==> src/rtl/lzssw_pkg.sv <==
package lzssw_pkg;

	// Window geometry: 8 KiB of history, byte wide
	localparam int WIN_AW    = 13;
	localparam int MIN_MATCH = 3;

	// Defaults for the token field widths
	localparam int OFFSET_BITS_DEF = 13;
	localparam int LENGTH_BITS_DEF = 4;

	// Entries in the command queue between decoder and copy engine
	localparam int QUEUE_DEPTH = 2;

	// What one input byte asks the copy engine to do
	typedef enum logic [1:0] {
		CMD_NOP  = 2'd0,
		CMD_LIT  = 2'd1,
		CMD_EOS  = 2'd2,
		CMD_COPY = 2'd3
	} cmd_kind_t;

endpackage

==> src/rtl/lzssw_cmd_fifo.sv <==
module lzssw_cmd_fifo #(
	parameter int WIDTH = 8,
	parameter int DEPTH = lzssw_pkg::QUEUE_DEPTH
) (
	input  logic             clk,
	input  logic             arst_n,
	input  logic             push,
	input  logic [WIDTH-1:0] push_data,
	output logic             space,
	input  logic             pop,
	output logic             avail,
	output logic [WIDTH-1:0] pop_data
);

	localparam int PTR_W = (DEPTH > 1) ? $clog2(DEPTH) : 1;
	localparam int CNT_W = $clog2(DEPTH + 1);

	logic [WIDTH-1:0] slot_q [DEPTH];
	logic [PTR_W-1:0] wr_q, rd_q;
	logic [CNT_W-1:0] fill_q;
	logic             do_push, do_pop;

	assign space    = (fill_q != CNT_W'(DEPTH));
	assign avail    = (fill_q != '0);
	assign do_push  = push && space;
	assign do_pop   = pop && avail;
	assign pop_data = slot_q[rd_q];

	// Storage
	always_ff @(posedge clk) begin
		if (do_push) begin
			slot_q[wr_q] <= push_data;
		end
	end

	// Pointers and fill level
	always_ff @(posedge clk or negedge arst_n) begin
		if (!arst_n) begin
			wr_q   <= '0;
			rd_q   <= '0;
			fill_q <= '0;
		end else begin
			if (do_push) begin
				wr_q <= (wr_q == PTR_W'(DEPTH - 1)) ? '0 : wr_q + 1'b1;
			end
			if (do_pop) begin
				rd_q <= (rd_q == PTR_W'(DEPTH - 1)) ? '0 : rd_q + 1'b1;
			end
			if (do_push && !do_pop) begin
				fill_q <= fill_q + 1'b1;
			end else if (do_pop && !do_push) begin
				fill_q <= fill_q - 1'b1;
			end
		end
	end

endmodule

==> config.mk <==
export PLATFORM = sky130hd
export DESIGN_NAME = lzssw_cmd_fifo
export DESIGN_NICKNAME = d
export VERILOG_FILES = /design/src/rtl/lzssw_pkg.sv /design/src/rtl/lzssw_cmd_fifo.sv
export SDC_FILE = /design/constraint.sdc
export NUM_CORES = 1
export LEC_CHECK = 0
export BUFFER_PORTS_ARGS = -buffer_cell sky130_fd_sc_hd__buf_2
export CORE_AREA = 2 2 46 48
export CTS_CLUSTER_SIZE = 24
export DETAILED_ROUTE_END_ITERATION = 12
export DIE_AREA = 0 0 48 50
export PLACE_DENSITY = 0.69
export REMOVE_ABC_BUFFERS = 1
export SYNTH_ARGS = -nofsm -noshare
export SYNTH_HDL_FRONTEND = slang
export SYNTH_SLANG_ARGS = --single-unit
==> constraint.sdc <==
create_clock -name clk -period 1.4 [get_ports clk]
set_input_delay 0.28 -clock clk [delete_from_list [all_inputs] [get_ports clk]]
set_output_delay 0.28 -clock clk [all_outputs]
set_load 0.01 [all_outputs]
# Word level (Yosys, flattened, before mapping)

Memories as Yosys holds them, arrays and structs flattened.
Cells that the tools add are included.
W data, S select, Z words.

Memories: 1
Memory bits (writable): 16
Register bits: 4
Word-level logic and storage cells: 23

Memories:

| memory | words | bits a word | read ports | clocked after Yosys merged registers in | write ports | RTL line             | text |
|---|---|---|---|---|---|---|---|
| slot_q | 2     | 8           | 1          | 0                                       | 1           | lzssw_cmd_fifo.sv:18 | `logic [WIDTH-1:0] slot_q [DEPTH];` |

Equal/unequal tests: 1
$add $sub $neg: 4
Reduce and logical (&&, ||, !) cells: 8
Multiplexer cells: 6

Operators by type and width:

| operator              | count |
|---|---|
| $logic_and A1 B1 Y1   | 4 |
| $mux W1               | 4 |
| $mux W2               | 2 |
| $reduce_bool A2 Y1    | 2 |
| $add A1 B1 Y1 const B | 2 |
| $add A2 B1 Y2 const B | 1 |
| $logic_not A1 Y1      | 2 |
| $ne A2 B2 Y1 const B  | 1 |
| $sub A2 B1 Y2 const B | 1 |

# Logic depth before layout (Yosys ltp)

Depth after elaboration: 6
Gate-level depth with buffers: 7

# Worst setup path before layout

Ideal clock, no wire load.

Kind: reg-to-reg
Start point: register fill_q[0]
End point: memory slot_q[0][0], enable pin
Arrival time: 1.016 ns
Library setup time: 0.370 ns
Slack: 0.014 ns
Buffers on the path: 0
Stages on the path, launching flop included: 4
Cell sequence: dfrtp_1 nand2b_4 nand2_1 nor2_1

Word-level cells in the longest chain between the ends: 4

RTL lines:

| element                       | RTL line             | text |
|---|---|---|
| start: declaration            | lzssw_cmd_fifo.sv:20 | `logic [CNT_W-1:0] fill_q;` |
| start signal: assignment      | lzssw_cmd_fifo.sv:50 | `fill_q <= fill_q + 1'b1;` |
| start signal: assignment      | lzssw_cmd_fifo.sv:52 | `fill_q <= fill_q - 1'b1;` |
| $ne A2 B2 Y1                  | lzssw_cmd_fifo.sv:23 | `assign space = (fill_q != CNT_W'(DEPTH));` |
| net space                     | lzssw_cmd_fifo.sv:9  | `output logic space,` |
| $logic_and A1 B1 Y1           | lzssw_cmd_fifo.sv:25 | `assign do_push = push && space;` |
| $mux W1                       | lzssw_cmd_fifo.sv:31 | `if (do_push) begin` |
| $mux W1 (not written as such) | lzssw_cmd_fifo.sv:32 | `slot_q[wr_q] <= push_data;` |
| end: declaration              | lzssw_cmd_fifo.sv:18 |  |

The timed path passes the listed nets, and every way through them passes these cells.

# Final worst setup path

Start point: register rd_q
End point: output pop_data[2]

Word-level cells in the longest chain between the ends: 1

RTL lines:

| element                  | RTL line             | text |
|---|---|---|
| start: declaration       | lzssw_cmd_fifo.sv:19 | `logic [PTR_W-1:0] wr_q, rd_q;` |
| start signal: assignment | lzssw_cmd_fifo.sv:47 | `rd_q <= (rd_q == PTR_W'(DEPTH - 1)) ? '0 : rd_q + 1'b1;` |
| $mem_v2 Z2 W8            | -                    |  |
| end: declaration         | lzssw_cmd_fifo.sv:12 | `output logic [WIDTH-1:0] pop_data` |

Every way passes these cells.

==> results.sh <==
export IMPL_fmax_mhz=646
export IMPL_violations="setup timing"
export IMPL_place_gp_congestion=0.615
export IMPL_initialDrtViolationCount=5
export IMPL_p_clk_share_pct=11.7
export IMPL_n_fill_cell=157
export IMPL_timing_final_ws_setup_ps=-149
export IMPL_netSwitchingFraction_pct=29.7
export IMPL_clock_skew_ps=2.66
export IMPL_async_flop_share_pct=20.0
export IMPL_first_global_vias=450
export IMPL_path_class="flip-flop to output pin"
export IMPL_grt_usage_pct=12.0
export IMPL_synth_top_area_share_pct=61.0
export IMPL_cts_buffers=3
export IMPL_vdd_drop_max_v=0.00110
export IMPL_status="complete, but fails checks"
export IMPL_vias_per_cell=4.32
export IMPL_pwr_share_seq_pct=40.0
export IMPL_start_util_pct=41.4
export IMPL_cts_tree="done"
export IMPL_synth_edf_count=16
export IMPL_drtAntennaViolNets=0
export IMPL_synth_seq_cells=20
export IMPL_die_area_sq_mm=0.00240
export IMPL_antenna_found_initial=0
export IMPL_vias=458
export IMPL_area_delta_synth_final_pct=39.6
export IMPL_die_w_microns=48
export IMPL_dpl_hpwl_microns=888
export IMPL_drt_total_wl_mm=1.36
export IMPL_top_layer="met3"
export IMPL_avgRoutedWirePerCell_microns=12.8
export IMPL_switching_power_uw=673
export IMPL_cts_htree_levels=1
export IMPL_cts_root_buf="clkbuf_4"
export IMPL_yosysWarnings=0
export IMPL_clock_sinks=20
export IMPL_wl_met1_microns=529
export IMPL_synth_area_sq_um=787
export IMPL_ys_flop_type="edfxtp_1"
export IMPL_grt_ovfl_total=0
export IMPL_clock_latency_ps=280
export IMPL_worstPathRequired_ps=1120
export IMPL_pin_count=22
export IMPL_maxSlewViolCount=0
export IMPL_p_per_area_mw_per_mm2=2060
export IMPL_maxCapViolCount=0
export IMPL_place_ws_ps=32.0
export IMPL_coreArea_sq_mm=0.00190
export IMPL_worst_slew_pin_slew_ps=210
export IMPL_syn_mean_instance_area_sq_um=18.3
export IMPL_finalNetCount=93
export IMPL_rsz0062_at_grt="true"
export IMPL_combPwrFrac_pct=48.3
export IMPL_row_count=16
export IMPL_drc_errors=0
export IMPL_portBuffers=21
export IMPL_dr_wl_met3_microns=93
export IMPL_clk_pin_slew_ps=100
export IMPL_tns_ps=-1140
export IMPL_slew_headroom_pct=86.0
export IMPL_drive_gt1_share_pct=64.6
export IMPL_setup_viol=8
export IMPL_synth_area_leader_cell="edfxtp_1"
export IMPL_path_max_fanout=4
export IMPL_internal_power_mw=1.59
export IMPL_finalCriticalPeriod_ps=1550
export IMPL_hp_class="input pin to flip-flop"
export IMPL_syn_instance_count=43
export IMPL_ys_types=14
export IMPL_ys_top_cells_by_count="edfxtp_1, mux2_2, dfrtp_1"
export IMPL_multi_input_area_sq_um=214
export IMPL_antenna_cells=0
export IMPL_leakage_nw=0.454
export IMPL_ys_seq_area_share_pct=73.8
export IMPL_arrival_ps=1270
export IMPL_chipHeight_microns=50
export IMPL_synth_area_top_cells="edfxtp_1, dfrtp_1, mux2_2"
export IMPL_yosysMostFrequentCell="edfxtp_1"
export IMPL_cp_end_kind="output pin"
export IMPL_hold_violations=0
export IMPL_clockBufferDepth=2
export IMPL_startpoint_type="flip-flop"
export IMPL_grt_first_pass_wirelength_mm=1.93
export IMPL_dr_pass1_iters=2
export IMPL_fin_crit_sh_pct=111
export IMPL_seq_area_sq_um=582
export IMPL_grt_max_degree=12
export IMPL_wl_met2_microns=733
==> metrics by stage <==
stage	area [sq um]	hold slack, ps	total power [mW]	utilization [%]	instances
CTS	1060	163	2.18	55.6	104
floorplan	782	-15.6	1.41	-	42
finish	1100	177	2.27	57.8	106
global route	1100	153	2.42	57.8	106
detailed placement	943	96.1	1.68	49.6	93
global placement	943	91.9	1.66	49.6	93
==> path summary, 6_finish.rpt <==
path                         startpoint      endpoint  slack [ps]  cells past startpoint
setup / recovery                   rd_q   pop_data[2]        -150                      3
hold / removal             push_data[7]  slot_q[0][7]         180                      1
setup reg to reg              fill_q[0]     fill_q[1]          50                      6
hold reg to reg                    wr_q          wr_q         500                      1
max in group asynchronous        arst_n          rd_q         940                      2
min in group asynchronous        arst_n          wr_q         320                      2
==> registers in the layout, summed over array words and instances (netlist names) <==
register / cells
fill_q: 2
rd_q: 1
wr_q: 1
slot_q: 16
==> layout make-up <==
class / instances / area share [%]
Clock buffer: 4 / 2.39
Multi-Input combinational cell: 21 / 19.5
Sequential cell: 20 / 53.0
Timing Repair Buffer: 33 / 21.8
Inverter: 1 / 0.342
Tap cell: 27 / 3.08
==> power groups by stage <==
stage               combinational [mW]  clock [mW]  sequential [mW]
floorplan                        0.469           0            0.940
global placement                 0.709           0            0.954
detailed placement               0.718           0            0.964
CTS                               1.00       0.278            0.898
global route                      1.19       0.306            0.922
finish                            1.10       0.264            0.908
==> routing by layer <==
layer,up-vias,global-route usage (%)
li1,226,-
met1,218,13.3
met2,14,19.3
met3,0,4.76
met4,0,5.41
met5,-,0
==> placed cells by master (no fill, tap or decap), drive strengths merged <==
cell / instances
and3: 1
buf: 32
clkbuf: 4
dfrtp: 4
dlygate4sd3: 1
edfxtp: 16
ha: 1
inv: 1
mux2: 8
nand2: 2
nand2b: 1
nor2: 2
or2: 1
xnor2: 3
xor2: 2
==> critical path, stage by stage (launching register included) <==
cell and delay (ps):
dfrtp_2 390, buf_4 140, mux2_2 320, buf_2 140
==> cells by family after synthesis <==
family                   Yosys count  share of synthesized area [%]
XOR/XNOR                           5                           5.57
adder cells (fa/ha/maj)            1                           1.59
buffers and inverters              2                           1.11
flip-flops                        20                           73.8
multiplexers                       8                           11.4
AND/OR/NAND/NOR                    7                           6.52
==> repair_timing <==
action                     in CTS  in global routing
pin swaps                       1                  7
gates resized for setup         7                  7
hold buffers                    1                  0
hold endpoints to repair        4                  0
setup buffers                   6                  2
setup endpoints to repair       9                 26
No activity file was read; power rests on OpenSTA's default activity.
