### config.mk
export PLATFORM = sky130hd
export DESIGN_NAME = lzssw_front
export DESIGN_NICKNAME = d
export VERILOG_FILES = /design/src/rtl/lzssw_pkg.sv /design/src/rtl/lzssw_front.sv
export SDC_FILE = /design/constraint.sdc
export NUM_CORES = 1
export LEC_CHECK = 0
export ABC_AREA = 1
export BUFFER_PORTS_ARGS = -buffer_cell sky130_fd_sc_hd__buf_2
export CORE_ASPECT_RATIO = 1.1
export CORE_MARGIN = 5
export CORE_UTILIZATION = 45
export CTS_BUF_LIST = sky130_fd_sc_hd__clkbuf_2
export CTS_CLUSTER_SIZE = 14
export DETAILED_ROUTE_END_ITERATION = 10
export PLACE_DENSITY = 0.73
export SLEW_MARGIN = 0
export SYNTH_ARGS = -nofsm -noshare
export SYNTH_HDL_FRONTEND = slang
export SYNTH_SLANG_ARGS = --single-unit
### constraint.sdc
create_clock -name clk -period 2.15 [get_ports clk]
set_input_delay 0.3225 -clock clk [delete_from_list [all_inputs] [get_ports clk]]
set_output_delay 0.3225 -clock clk [all_outputs]
set_load 0.01 [all_outputs]
### src/rtl/lzssw_pkg.sv
package lzssw_pkg;

	// Window geometry: 8 KiB of history, byte wide
	localparam int WIN_AW    = 13;
	localparam int MIN_MATCH = 3;

	// Defaults for the token field widths
	localparam int OFFSET_BITS_DEF = 13;
	localparam int LENGTH_BITS_DEF = 4;

	// Entries in the command queue between decoder and copy engine
	localparam int QUEUE_DEPTH = 2;

	// What one input byte asks the copy engine to do
	typedef enum logic [1:0] {
		CMD_NOP  = 2'd0,
		CMD_LIT  = 2'd1,
		CMD_EOS  = 2'd2,
		CMD_COPY = 2'd3
	} cmd_kind_t;

endpackage

### src/rtl/lzssw_front.sv
module lzssw_front #(
	parameter int OFFSET_BITS = lzssw_pkg::OFFSET_BITS_DEF,
	parameter int LENGTH_BITS = lzssw_pkg::LENGTH_BITS_DEF,
	parameter int CMD_W       = 11 + OFFSET_BITS + LENGTH_BITS
) (
	input  logic             clk,
	input  logic             arst_n,
	input  logic             in_valid,
	output logic             in_ready,
	input  logic [7:0]       in_byte,
	input  logic             stream_start,
	output logic             cmd_push,
	input  logic             cmd_space,
	output logic [CMD_W-1:0] cmd_data
);

	// Pending bits are kept left aligned: the oldest bit is the MSB
	localparam int PW  = OFFSET_BITS + LENGTH_BITS + 8;
	localparam int CW  = $clog2(PW + 1);
	localparam int TOK = 1 + OFFSET_BITS + LENGTH_BITS;

	localparam logic [CW-1:0] LIT_BITS  = CW'(9);
	localparam logic [CW-1:0] EOS_BITS  = CW'(1 + OFFSET_BITS);
	localparam logic [CW-1:0] COPY_BITS = CW'(TOK);
	localparam logic [CW-1:0] BYTE_BITS = CW'(8);

	typedef struct packed {
		lzssw_pkg::cmd_kind_t   kind;
		logic                   restart;
		logic [7:0]             lit;
		logic [OFFSET_BITS-1:0] pos;
		logic [LENGTH_BITS-1:0] len;
	} cmd_t;

	logic [PW-1:0] pend_q;
	logic [CW-1:0] cnt_q;
	logic          fin_q;

	logic [PW-1:0] base_bits, merged, pend_d;
	logic [CW-1:0] base_cnt, ncnt, cnt_d;
	logic          base_fin, fin_d;
	logic          flag, lit_ok, eos_ok, copy_ok, accept;
	logic [OFFSET_BITS-1:0] pos;
	cmd_t          cmd;

	assign in_ready = cmd_space;
	assign accept   = in_valid & in_ready;

	// Restart empties the bit reader before the new byte goes in
	always_comb begin
		base_bits = stream_start ? '0 : pend_q;
		base_cnt  = stream_start ? '0 : cnt_q;
		base_fin  = stream_start ? 1'b0 : fin_q;
		merged    = base_bits | ({in_byte, {(PW-8){1'b0}}} >> base_cnt);
		ncnt      = base_cnt + BYTE_BITS;
		flag      = merged[PW-1];
		pos       = merged[PW-2 -: OFFSET_BITS];
		lit_ok    = !base_fin && flag && (ncnt >= LIT_BITS);
		eos_ok    = !base_fin && !flag && (ncnt >= EOS_BITS) && (pos == '0);
		copy_ok   = !base_fin && !flag && (ncnt >= COPY_BITS) && (pos != '0);
	end

	// Next bit reader state: at most one token completes per byte
	always_comb begin
		pend_d = merged;
		cnt_d  = ncnt;
		fin_d  = base_fin;
		if (base_fin) begin
			pend_d = base_bits;
			cnt_d  = base_cnt;
		end else if (lit_ok) begin
			pend_d = merged << 9;
			cnt_d  = ncnt - LIT_BITS;
		end else if (eos_ok) begin
			pend_d = '0;
			cnt_d  = '0;
			fin_d  = 1'b1;
		end else if (copy_ok) begin
			pend_d = merged << TOK;
			cnt_d  = ncnt - COPY_BITS;
		end
	end

	// Command for the copy engine
	always_comb begin
		cmd.restart = stream_start;
		cmd.lit     = merged[PW-2 -: 8];
		cmd.pos     = pos;
		cmd.len     = merged[PW-2-OFFSET_BITS -: LENGTH_BITS];
		if (lit_ok) begin
			cmd.kind = lzssw_pkg::CMD_LIT;
		end else if (eos_ok) begin
			cmd.kind = lzssw_pkg::CMD_EOS;
		end else if (copy_ok) begin
			cmd.kind = lzssw_pkg::CMD_COPY;
		end else begin
			cmd.kind = lzssw_pkg::CMD_NOP;
		end
	end

	assign cmd_data = cmd;
	assign cmd_push = accept && (stream_start || lit_ok || eos_ok || copy_ok);

	// Bit reader registers
	always_ff @(posedge clk or negedge arst_n) begin
		if (!arst_n) begin
			pend_q <= '0;
			cnt_q  <= '0;
			fin_q  <= 1'b0;
		end else if (accept) begin
			pend_q <= pend_d;
			cnt_q  <= cnt_d;
			fin_q  <= fin_d;
		end
	end

endmodule

* After elaboration in Yosys (flattened, before gate mapping)
Cells that the tools add are included.
** Word-level totals
- Register bits after elaboration :: 31
- Input bits :: 13
- Word-level logic and storage cells :: 44
** Operators by class
- Add/sub/neg operators :: 3
- Order comparisons :: 3
- Shifts and indexed selects :: 1
- Muxes and demuxes :: 17
- Bitwise operators :: 2
- Reductions and logical operators :: 15
** Operator list (count)
- 2-to-1 mux 25 bit :: 5
- 2-to-1 mux 5 bit :: 5
- OR 25 bit :: 1
- right shift 25 x 5 -> 25 bit :: 1
- zero test 13 bit :: 1
- nonzero test 13 bit :: 1
- greater-or-equal comparator 5 x 4 -> 1 bit (second input constant) :: 2
- logical AND 1 bit :: 8
- 2-to-1 mux 2 bit :: 3
- adder 5 x 4 -> 5 bit (second input constant) :: 1
- greater-or-equal comparator 5 bit (second input constant) :: 1
- subtractor 5 x 4 -> 5 bit (second input constant) :: 1
- subtractor 5 bit (second input constant) :: 1
- 2-to-1 mux 1 bit :: 4
- logical OR 1 bit :: 3
- zero test 1 bit :: 2
- AND 1 bit :: 1

* Logic depth before layout (Yosys ltp)
Gate-level depths: netlist (run 1).
- Word-level depth :: 11
- Gate-level depth with buffers :: 19

* Worst setup path after synthesis (run 1)
OpenSTA, ideal clock, no wires.
- Path type :: input to output
- From :: input port stream_start
- To :: output port cmd_push
- Data arrival time :: 2.061 ns
- Path slack :: -0.234 ns
- Cell stages on the path :: 18
- Cell sequence :: buf_6 -> inv_8 -> nand2_4 -> buf_12 -> nand2_4 -> nand2_1 -> nand2_1 -> nand3_1 -> nand3_1 -> nand2_1 -> nor2_1 -> nand2_1 -> nor2_4 -> nand3_2 -> nand2_1 -> inv_2 -> buf_6 -> a31oi_2
** RTL lines
- start: declaration :: RTL line lzssw_front.sv:11 : input logic stream_start,
- 2-to-1 mux 5 bit :: RTL line lzssw_front.sv:52 : base_cnt = stream_start ? '0 : cnt_q;
- right shift 25 x 5 -> 25 bit :: RTL line lzssw_front.sv:54 : merged = base_bits | ({in_byte, {(PW-8){1'b0}}} >> base_cnt);
- OR 25 bit * :: RTL line lzssw_front.sv:54
- net cmd_data[10] :: RTL line lzssw_front.sv:14 : output logic [CMD_W-1:0] cmd_data
- zero test 13 bit :: RTL line lzssw_front.sv:59 : eos_ok = !base_fin && !flag && (ncnt >= EOS_BITS) && (pos == '0);
- logical AND 1 bit :: RTL line lzssw_front.sv:59
- logical OR 1 bit :: RTL line lzssw_front.sv:102 : assign cmd_push = accept && (stream_start || lit_ok || eos_ok || copy_ok);
- logical OR 1 bit * :: RTL line lzssw_front.sv:102
- logical AND 1 bit * :: RTL line lzssw_front.sv:102
- end: declaration :: RTL line lzssw_front.sv:12 : output logic cmd_push,
The timed path passes the listed nets; every way through them passes the cells marked *.

* Final worst setup path (run 1)
- From :: register cnt_q[0]
- To :: output port cmd_push
** Between the ends
- Cells in the longest elaborated chain, start to end :: 10
** RTL lines
- start: declaration :: RTL line lzssw_front.sv:36 : logic [CW-1:0] cnt_q;
- start signal: assignment :: RTL line lzssw_front.sv:112 : cnt_q <= cnt_d;
- 2-to-1 mux 5 bit * :: RTL line lzssw_front.sv:52
- branches (longest 7 deep; another with adder 5 x 4 -> 5 bit)
- logical OR 1 bit * :: RTL line lzssw_front.sv:102
- logical AND 1 bit * :: RTL line lzssw_front.sv:102
Mark *: on every way between the ends.

==> results.json, run 1 <==
{
  "synth-compound-area-share_pct": 12.7,
  "drc": 0,
  "synth-seq-cells": 31,
  "place_hpwl_mm": 8.45,
  "yosys-mux-area-fraction_pct": 0,
  "hold_class": "input port to flip-flop",
  "synth_xor_area_share_pct": 1.38,
  "wl_met2_mm": 6.87,
  "drive_above_1_share_pct": 61.9,
  "tightest_slew_ns": 0.756,
  "max-vdd-ir-drop_mv": 0.722,
  "track_usage_pct": 29.0,
  "synth_flop_cell": "dfrtp_1",
  "grt_max_degree": 32,
  "synth_area_leaders": "dfrtp_1 25%, nand3_1 11%, nand2_1 10%",
  "maxSlewHeadroom_pct": 49.6,
  "cp_num_buf_inv": 3,
  "postLayoutCellArea_um2": 5350,
  "grt_pass1_wl_mm": 21.1,
  "core_region_area_um2": 6930,
  "synthesis.area_um2": 3160,
  "holdPathStages": 3,
  "ys_warn_count": 0,
  "nets": 648,
  "sw_frac_of_total_pct": 48.4,
  "via_per_inst": 5.95,
  "period_share_pct": 132,
  "place.port_buffers": 42,
  "worstPathCellList": "nand2_4, buf_12, nand2_4, nand2_4, nand2_2, nand3_2, nand3_2, nand3_2, nor2_4, nand2_2, nor2_4, nand3_2, nand2_2, inv_2, a31oi_4, buf_2",
  "die_w_um": 89.9,
  "cpMaxStageDelayCell": "dfrtp_2",
  "clock-root-buffer": "clkbuf_2",
  "power_frac_clock_pct": 6.2,
  "syn-mean-instance-area_um2": 6.98,
  "finalPower_mw": 6.96,
  "drv_cap": 0,
  "worst_slack_ns": -0.687,
  "rsz0062_at_grt": "yes",
  "dr.pass1.iters": 5,
  "worstSetupStartpointType": "flip-flop",
  "postSynthCellCount": 453,
  "end_kind": "output port",
  "p_leak_nw": 2.69,
  "synth_top_family_by_area": "simple AND/OR/NAND/NOR gates",
  "yosysMostFrequentCell": "nand2_1",
  "synth_edf_count": 0,
  "violations": "setup timing",
  "cp_max_fo": 7,
  "clk_latency_ns": 0.42,
  "synth_cell_types": 39,
  "final_hold_viol_count": 0,
  "crit_top_cell": "nand3_2",
  "cts_tree": "yes",
  "worstSetupPathType": "flip-flop to output port",
  "num_io_pins": 43,
  "htree_levels": 2,
  "crit_required_ns": 1.83,
  "clock_sinks": 31,
  "cts_buffer_depth": 2,
  "cts_made_buffers": 5,
  "dieArea_um2": 8810,
  "reg2reg_from": "cnt_q[0]",
  "power_frac_seq_pct": 14.3,
  "synth_largest_area_cell": "dfrtp_1",
  "max_freq_mhz": 352,
  "fin_crit_ns": 2.84,
  "worstPathArrival_ns": 2.51,
  "syn-num-nets": 473,
  "antenna_found_initial": 0,
  "synth-simple-area-share_pct": 44.0,
  "hold_end": "fin_q",
  "skew_ns": 0.0320,
  "grt_overflow": 0,
  "wirelength_met1_mm": 5.07,
  "top_layer": "met4",
  "grt_pass1_vias": 4243,
  "report.final.slew_viol_count": 0,
  "die_h_um": 97.9,
  "worstReg2RegEnd": "pend_q[17]",
  "antennaDiodeCount": 0,
  "drt_iter0_drc": 537,
  "p_int_mw": 3.59,
  "synthAdderAreaFrac_pct": 2.77,
  "final-setup-viol-count": 55,
  "area_delta_synth_final_pct": 69.0,
  "ant_nets": 0,
  "p_sw_mw": 3.37,
  "wl_per_cell_um": 19.8,
  "rrSetupSlack_ns": -0.55,
  "worst-path-stages": 16,
  "synth_commonest_cells": "86 x nand2_1, 67 x nand3_1, 43 x a21oi_1",
  "clk_pin_slew_ns": 0.19,
  "initial_core_util_pct": 45.7,
  "status": "finished with violations",
  "ff2ff_path_depth": 21,
  "slowest_delay_ns": 0.45,
  "synth_top_area_share_pct": 24.5,
  "gp_congestion": 0.955,
  "hold_path.startpoint": "in_valid",
  "yosysSeqAreaShare_pct": 24.5,
  "dpl-instance-area_um2": 4060,
  "placementRows": 32,
  "pwr-share-comb_pct": 79.5,
  "power.density_nw_per_um2": 1300,
  "wl_mm": 14.1,
  "vias": 4245,
  "routed-wl-met3_mm": 1.31,
  "crit_family": "simple AND/OR/NAND/NOR gates",
  "async_flop_share_pct": 100
}
[worst register-to-register path, stage by stage (launching register included)]
cell and delay [ns]:
dfrtp_2 0.45, nand2_4 0.11, buf_12 0.15, nand2_4 0.08, nand2_4 0.05, nand2_2 0.07, nand3_2 0.11, nand3_2 0.09
nand3_2 0.13, nor2_4 0.15, nand2_2 0.09, nor2_4 0.13, nand2_4 0.09, nand2_8 0.09, buf_6 0.10, buf_6 0.08
buf_6 0.08, buf_8 0.12, buf_12 0.11, buf_16 0.11, nand3_2 0.07, a22oi_2 0.18
[routing by layer]
layer / vias to the layer above / GRT usage, %
met3: 89 / 6.70
met4: 0 / 15.6
li1: 1839 / -
met2: 297 / 49.1
met1: 2020 / 33.8
met5: - / 0
[stage by stage]
stage | util, % | cells | hold slack (ns) | setup WS, ns | TNS [ns]
global placement | 58.6 | 652 | 0.422 | -0.368 | -8.68
finish | 77.2 | 713 | 0.350 | -0.687 | -16.44
floorplan | - | 453 | 0.0269 | -0.174 | -0.275
global route | 77.2 | 713 | 0.341 | -0.763 | -19.34
detailed placement | 58.6 | 652 | 0.433 | -0.405 | -10.15
CTS | 71.1 | 707 | 0.330 | -0.590 | -14.80
[worst max-delay path by stage]
stage / startpoint / to / slack (ns)
floorplan: stream_start / cmd_push / -0.17
global placement: stream_start / cmd_push / -0.37
detailed placement: stream_start / cmd_push / -0.40
CTS: cnt_q[0] / cmd_push / -0.59
global route: cnt_q[0] / cmd_push / -0.76
finish: cnt_q[0] / cmd_push / -0.69
[cells by family (layout without fill, tap and decap cells)]
group / after synthesis / in the layout
simple gates: 256 / 258
buf+inv: 86 / 259
compound gates: 68 / 68
flops: 31 / 31
fa+ha+maj: 7 / 7
xor+xnor: 5 / 5
[registers in the layout, summed over array words and instances (netlist names)]
name / count
pend_q: 25
cnt_q: 5
fin_q: 1
[cell type report]
type | instances | area [um^2]
Multi-Input combinational cell | 338 | 2510
Timing Repair Buffer | 198 | 1660
Fill cell | 429 | 1580
Sequential cell | 31 | 778
Inverter | 54 | 230
Tap cell | 85 | 106
Clock buffer | 6 | 30.0
Clock inverter | 1 | 30.0
[cells in the final DEF, fill, tap and decap left out, drive strengths merged]
master       synthesis  final
nand2              106    107
o221ai               1      1
ha                   7      7
a21oi               44     44
bufinv               0      1
o31ai                1      1
and2                 1      1
o211ai               1      1
dfrtp               31     31
buf                 26    197
a31oi                1      1
xor2                 5      5
a22oi                3      3
o21ai               11     11
a32o                 2      2
nand3b               2      2
nor2                52     53
o22ai                3      3
nand3               86     86
nand4                9      9
inv                 54     54
o2bb2ai              1      1
clkbuf               6      6
dlygate4sd3          0      1
[power groups by stage]
stage          sequential [mW]  combinational [mW]  clock (mW)
6_report                 0.996                5.53       0.430
5_1_grt                   1.01                5.83       0.455
4_1_cts                  0.971                4.71       0.429
3_5_place_dp             0.971                3.70           0
3_3_place_gp             0.959                3.65           0
2_1_floorplan            0.936                2.26           0
[timing repair]
| item | in CTS | in global routing |
|---|---|---|
| resized for setup | 102 | 92 |
| hold buffers | 1 | 0 |
| pin swaps | 29 | 26 |
| hold endpoints to repair | 11 | 0 |
| setup endpoints to repair | 57 | 59 |
| buffers inserted | 44 | 18 |
| gates cloned | 4 | 0 |
(Power assumes the default switching activity.)
==> run 2, diff against run 1 <==
--- a/config.mk
+++ b/config.mk
@@ -9,11 +9,12 @@
 export BUFFER_PORTS_ARGS = -buffer_cell sky130_fd_sc_hd__buf_2
 export CORE_ASPECT_RATIO = 1.1
 export CORE_MARGIN = 5
-export CORE_UTILIZATION = 45
+export CORE_UTILIZATION = 50
 export CTS_BUF_LIST = sky130_fd_sc_hd__clkbuf_2
 export CTS_CLUSTER_SIZE = 14
 export DETAILED_ROUTE_END_ITERATION = 10
-export PLACE_DENSITY = 0.73
+export PLACE_DENSITY = 0.8
+export RECOVER_POWER = 50
 export SLEW_MARGIN = 0
 export SYNTH_ARGS = -nofsm -noshare
 export SYNTH_HDL_FRONTEND = slang
==> run 2 against run 1 <==
Compared with the run above: the run still ends with setup timing left; maximum frequency is 0.76% lower; wire length decreased by 1.9%; core utilization is 3.5 points higher; critical path depth stayed put; total power is 9.0% lower; die area is 9.0% lower; sequential share of layout area is 1.1 points higher; non-clock buffer count is 32 lower; register-to-register slack better by 0.29 ns.
==> results.json, run 2 (synthesized netlist as in run 1, its figures left out) <==
{
  "layout_common_cells": "105 x buf_4, 58 x nand2_1, 44 x nand3_2",
  "whs_ns": 0.347,
  "dpl-instance-area_um2": 4030,
  "dieArea_um2": 8020,
  "end_kind": "output port",
  "max_freq_mhz": 350,
  "dp.cells": 642,
  "postLayoutCellArea_um2": 4970,
  "max-vdd-ir-drop_mv": 0.791,
  "antennaDiodeCount": 0,
  "grt_max_degree": 32,
  "drive_above_1_share_pct": 56.4,
  "largest-register": "pend_q",
  "crit_required_ns": 1.83,
  "period_share_pct": 133,
  "tns_ns": -10.76,
  "tightest_slew_ns": 0.843,
  "final_cells": 676,
  "maxSlewHeadroom_pct": 43.8,
  "crit_family": "simple AND/OR/NAND/NOR gates",
  "report.final.slew_viol_count": 0,
  "die_h_um": 93.4,
  "power.density_nw_per_um2": 1270,
  "grt_pass1_vias": 3733,
  "largest_reg_flops": 25,
  "cts_buffer_depth": 2,
  "top_regs": "pend_q (25), cnt_q (5), fin_q (1)",
  "post-place-ws_ns": -0.354,
  "worstPathArrival_ns": 2.54,
  "grt_pass1_wl_mm": 18.5,
  "p_leak_nw": 2.49,
  "violations": "setup timing",
  "status": "finished with violations",
  "worstSetupPathType": "flip-flop to output port",
  "slowest_delay_ns": 0.46,
  "ant_nets": 0,
  "drt_iter0_drc": 694,
  "cp_max_fo": 6,
  "final_util_pct": 80.7,
  "worstSetupStartpointType": "flip-flop",
  "num_io_pins": 43,
  "antenna_found_initial": 0,
  "hold_class": "input port to flip-flop",
  "die_w_um": 85.8,
  "gp_congestion": 0.960,
  "area_delta_synth_final_pct": 57.1,
  "drc": 0,
  "place.port_buffers": 42,
  "fin_crit_ns": 2.86,
  "placementRows": 30,
  "skew_ns": 0.0221,
  "via_per_inst": 6.19,
  "final_common_cell": "buf_4",
  "cts_made_buffers": 5,
  "vias": 4183,
  "final-setup-viol-count": 59,
  "finalPower_mw": 6.33,
  "wl_mm": 13.9,
  "clk_pin_slew_ns": 0.20,
  "cpMaxStageDelayCell": "dfrtp_2",
  "worstPathCellList": "nand2_4, buf_12, nand2_4, nand3_4, nand3_2, nand3_2, nand2_2, nand2_2, nor2_2, nand2_2, nor2_4, nand3_2, nand2_1, inv_2, a31oi_4, buf_6",
  "wl_per_cell_um": 20.5,
  "worst_slack_ns": -0.709,
  "clock-root-buffer": "clkbuf_2",
  "grt_overflow": 0,
  "clk_latency_ns": 0.41,
  "core_region_area_um2": 6160,
  "track_usage_pct": 29.5,
  "dr.pass1.iters": 7,
  "drv_cap": 0,
  "htree_levels": 2,
  "initial_core_util_pct": 51.4,
  "final_hold_viol_count": 0,
  "rsz0062_at_grt": "yes",
  "clock_sinks": 31,
  "cts_tree": "yes",
  "cp_num_buf_inv": 3,
  "nets": 615,
  "place_hpwl_mm": 8.52
}
[run 2: report_power, final]
| part | internal (mW) | switching [mW] | leakage (nW) | total [mW] |
|---|---|---|---|---|
| clock | 0.0722 | 0.240 | 0.0241 | 0.312 |
| combinational | 2.22 | 2.81 | 2.09 | 5.03 |
| sequential | 0.816 | 0.173 | 0.369 | 0.989 |
| total | 3.11 | 3.22 | 2.49 | 6.33 |
[run 2: final timing paths]
check / start / end / slack, ns / cells after the start
worst max-delay path: cnt_q[0] / cmd_push / -0.71 / 16
worst min-delay path: in_valid / fin_q / 0.35 / 3
worst max register to register: cnt_q[0] / pend_q[6] / -0.26 / 18
worst min register to register: pend_q[4] / pend_q[4] / 0.53 / 2
max in group asynchronous: arst_n / cnt_q[1] / 1.08 / 2
min in group asynchronous: arst_n / cnt_q[3] / 0.51 / 2
[run 2: area by class of cell]
cell class	instances	area, um^2
Clock buffer	5	25.0
Clock inverter	3	15.0
Fill cell	372	1190
Inverter	54	233
Multi-Input combinational cell	336	2470
Sequential cell	31	778
Tap cell	80	100
Timing Repair Buffer	166	1340
Timing Repair inverter	1	6.26
[run 2: layer usage]
| metal | global-route usage, % | share of wire [%] | vias to the layer above |
|---|---|---|---|
| met3 | 5.29 | 10 | 121 |
| li1 | - | - | 1766 |
| met4 | 14.1 | 6.9 | 0 |
| met2 | 49.8 | 48 | 364 |
| met5 | 0 | 0 | - |
| met1 | 35.9 | 35 | 1932 |
[run 2: what timing repair did]
item                                    in CTS  in global routing
pin swaps                                   11                 30
cloned                                       1                  2
hold buffers                                 1                  0
buffers inserted                             7                 18
gates resized for setup                     58                101
hold endpoints to repair                    31                  0
endpoints found under the setup margin      59                 59
[run 2: worst register-to-register path: cells and delay by family, from the launching register on]
family | cells | cell delay, ns
and+or+nand+nor | 14 | 1.38
DFF | 1 | 0.46
buffers and inverters | 3 | 0.36
AOI/OAI and AO/OA | 1 | 0.13
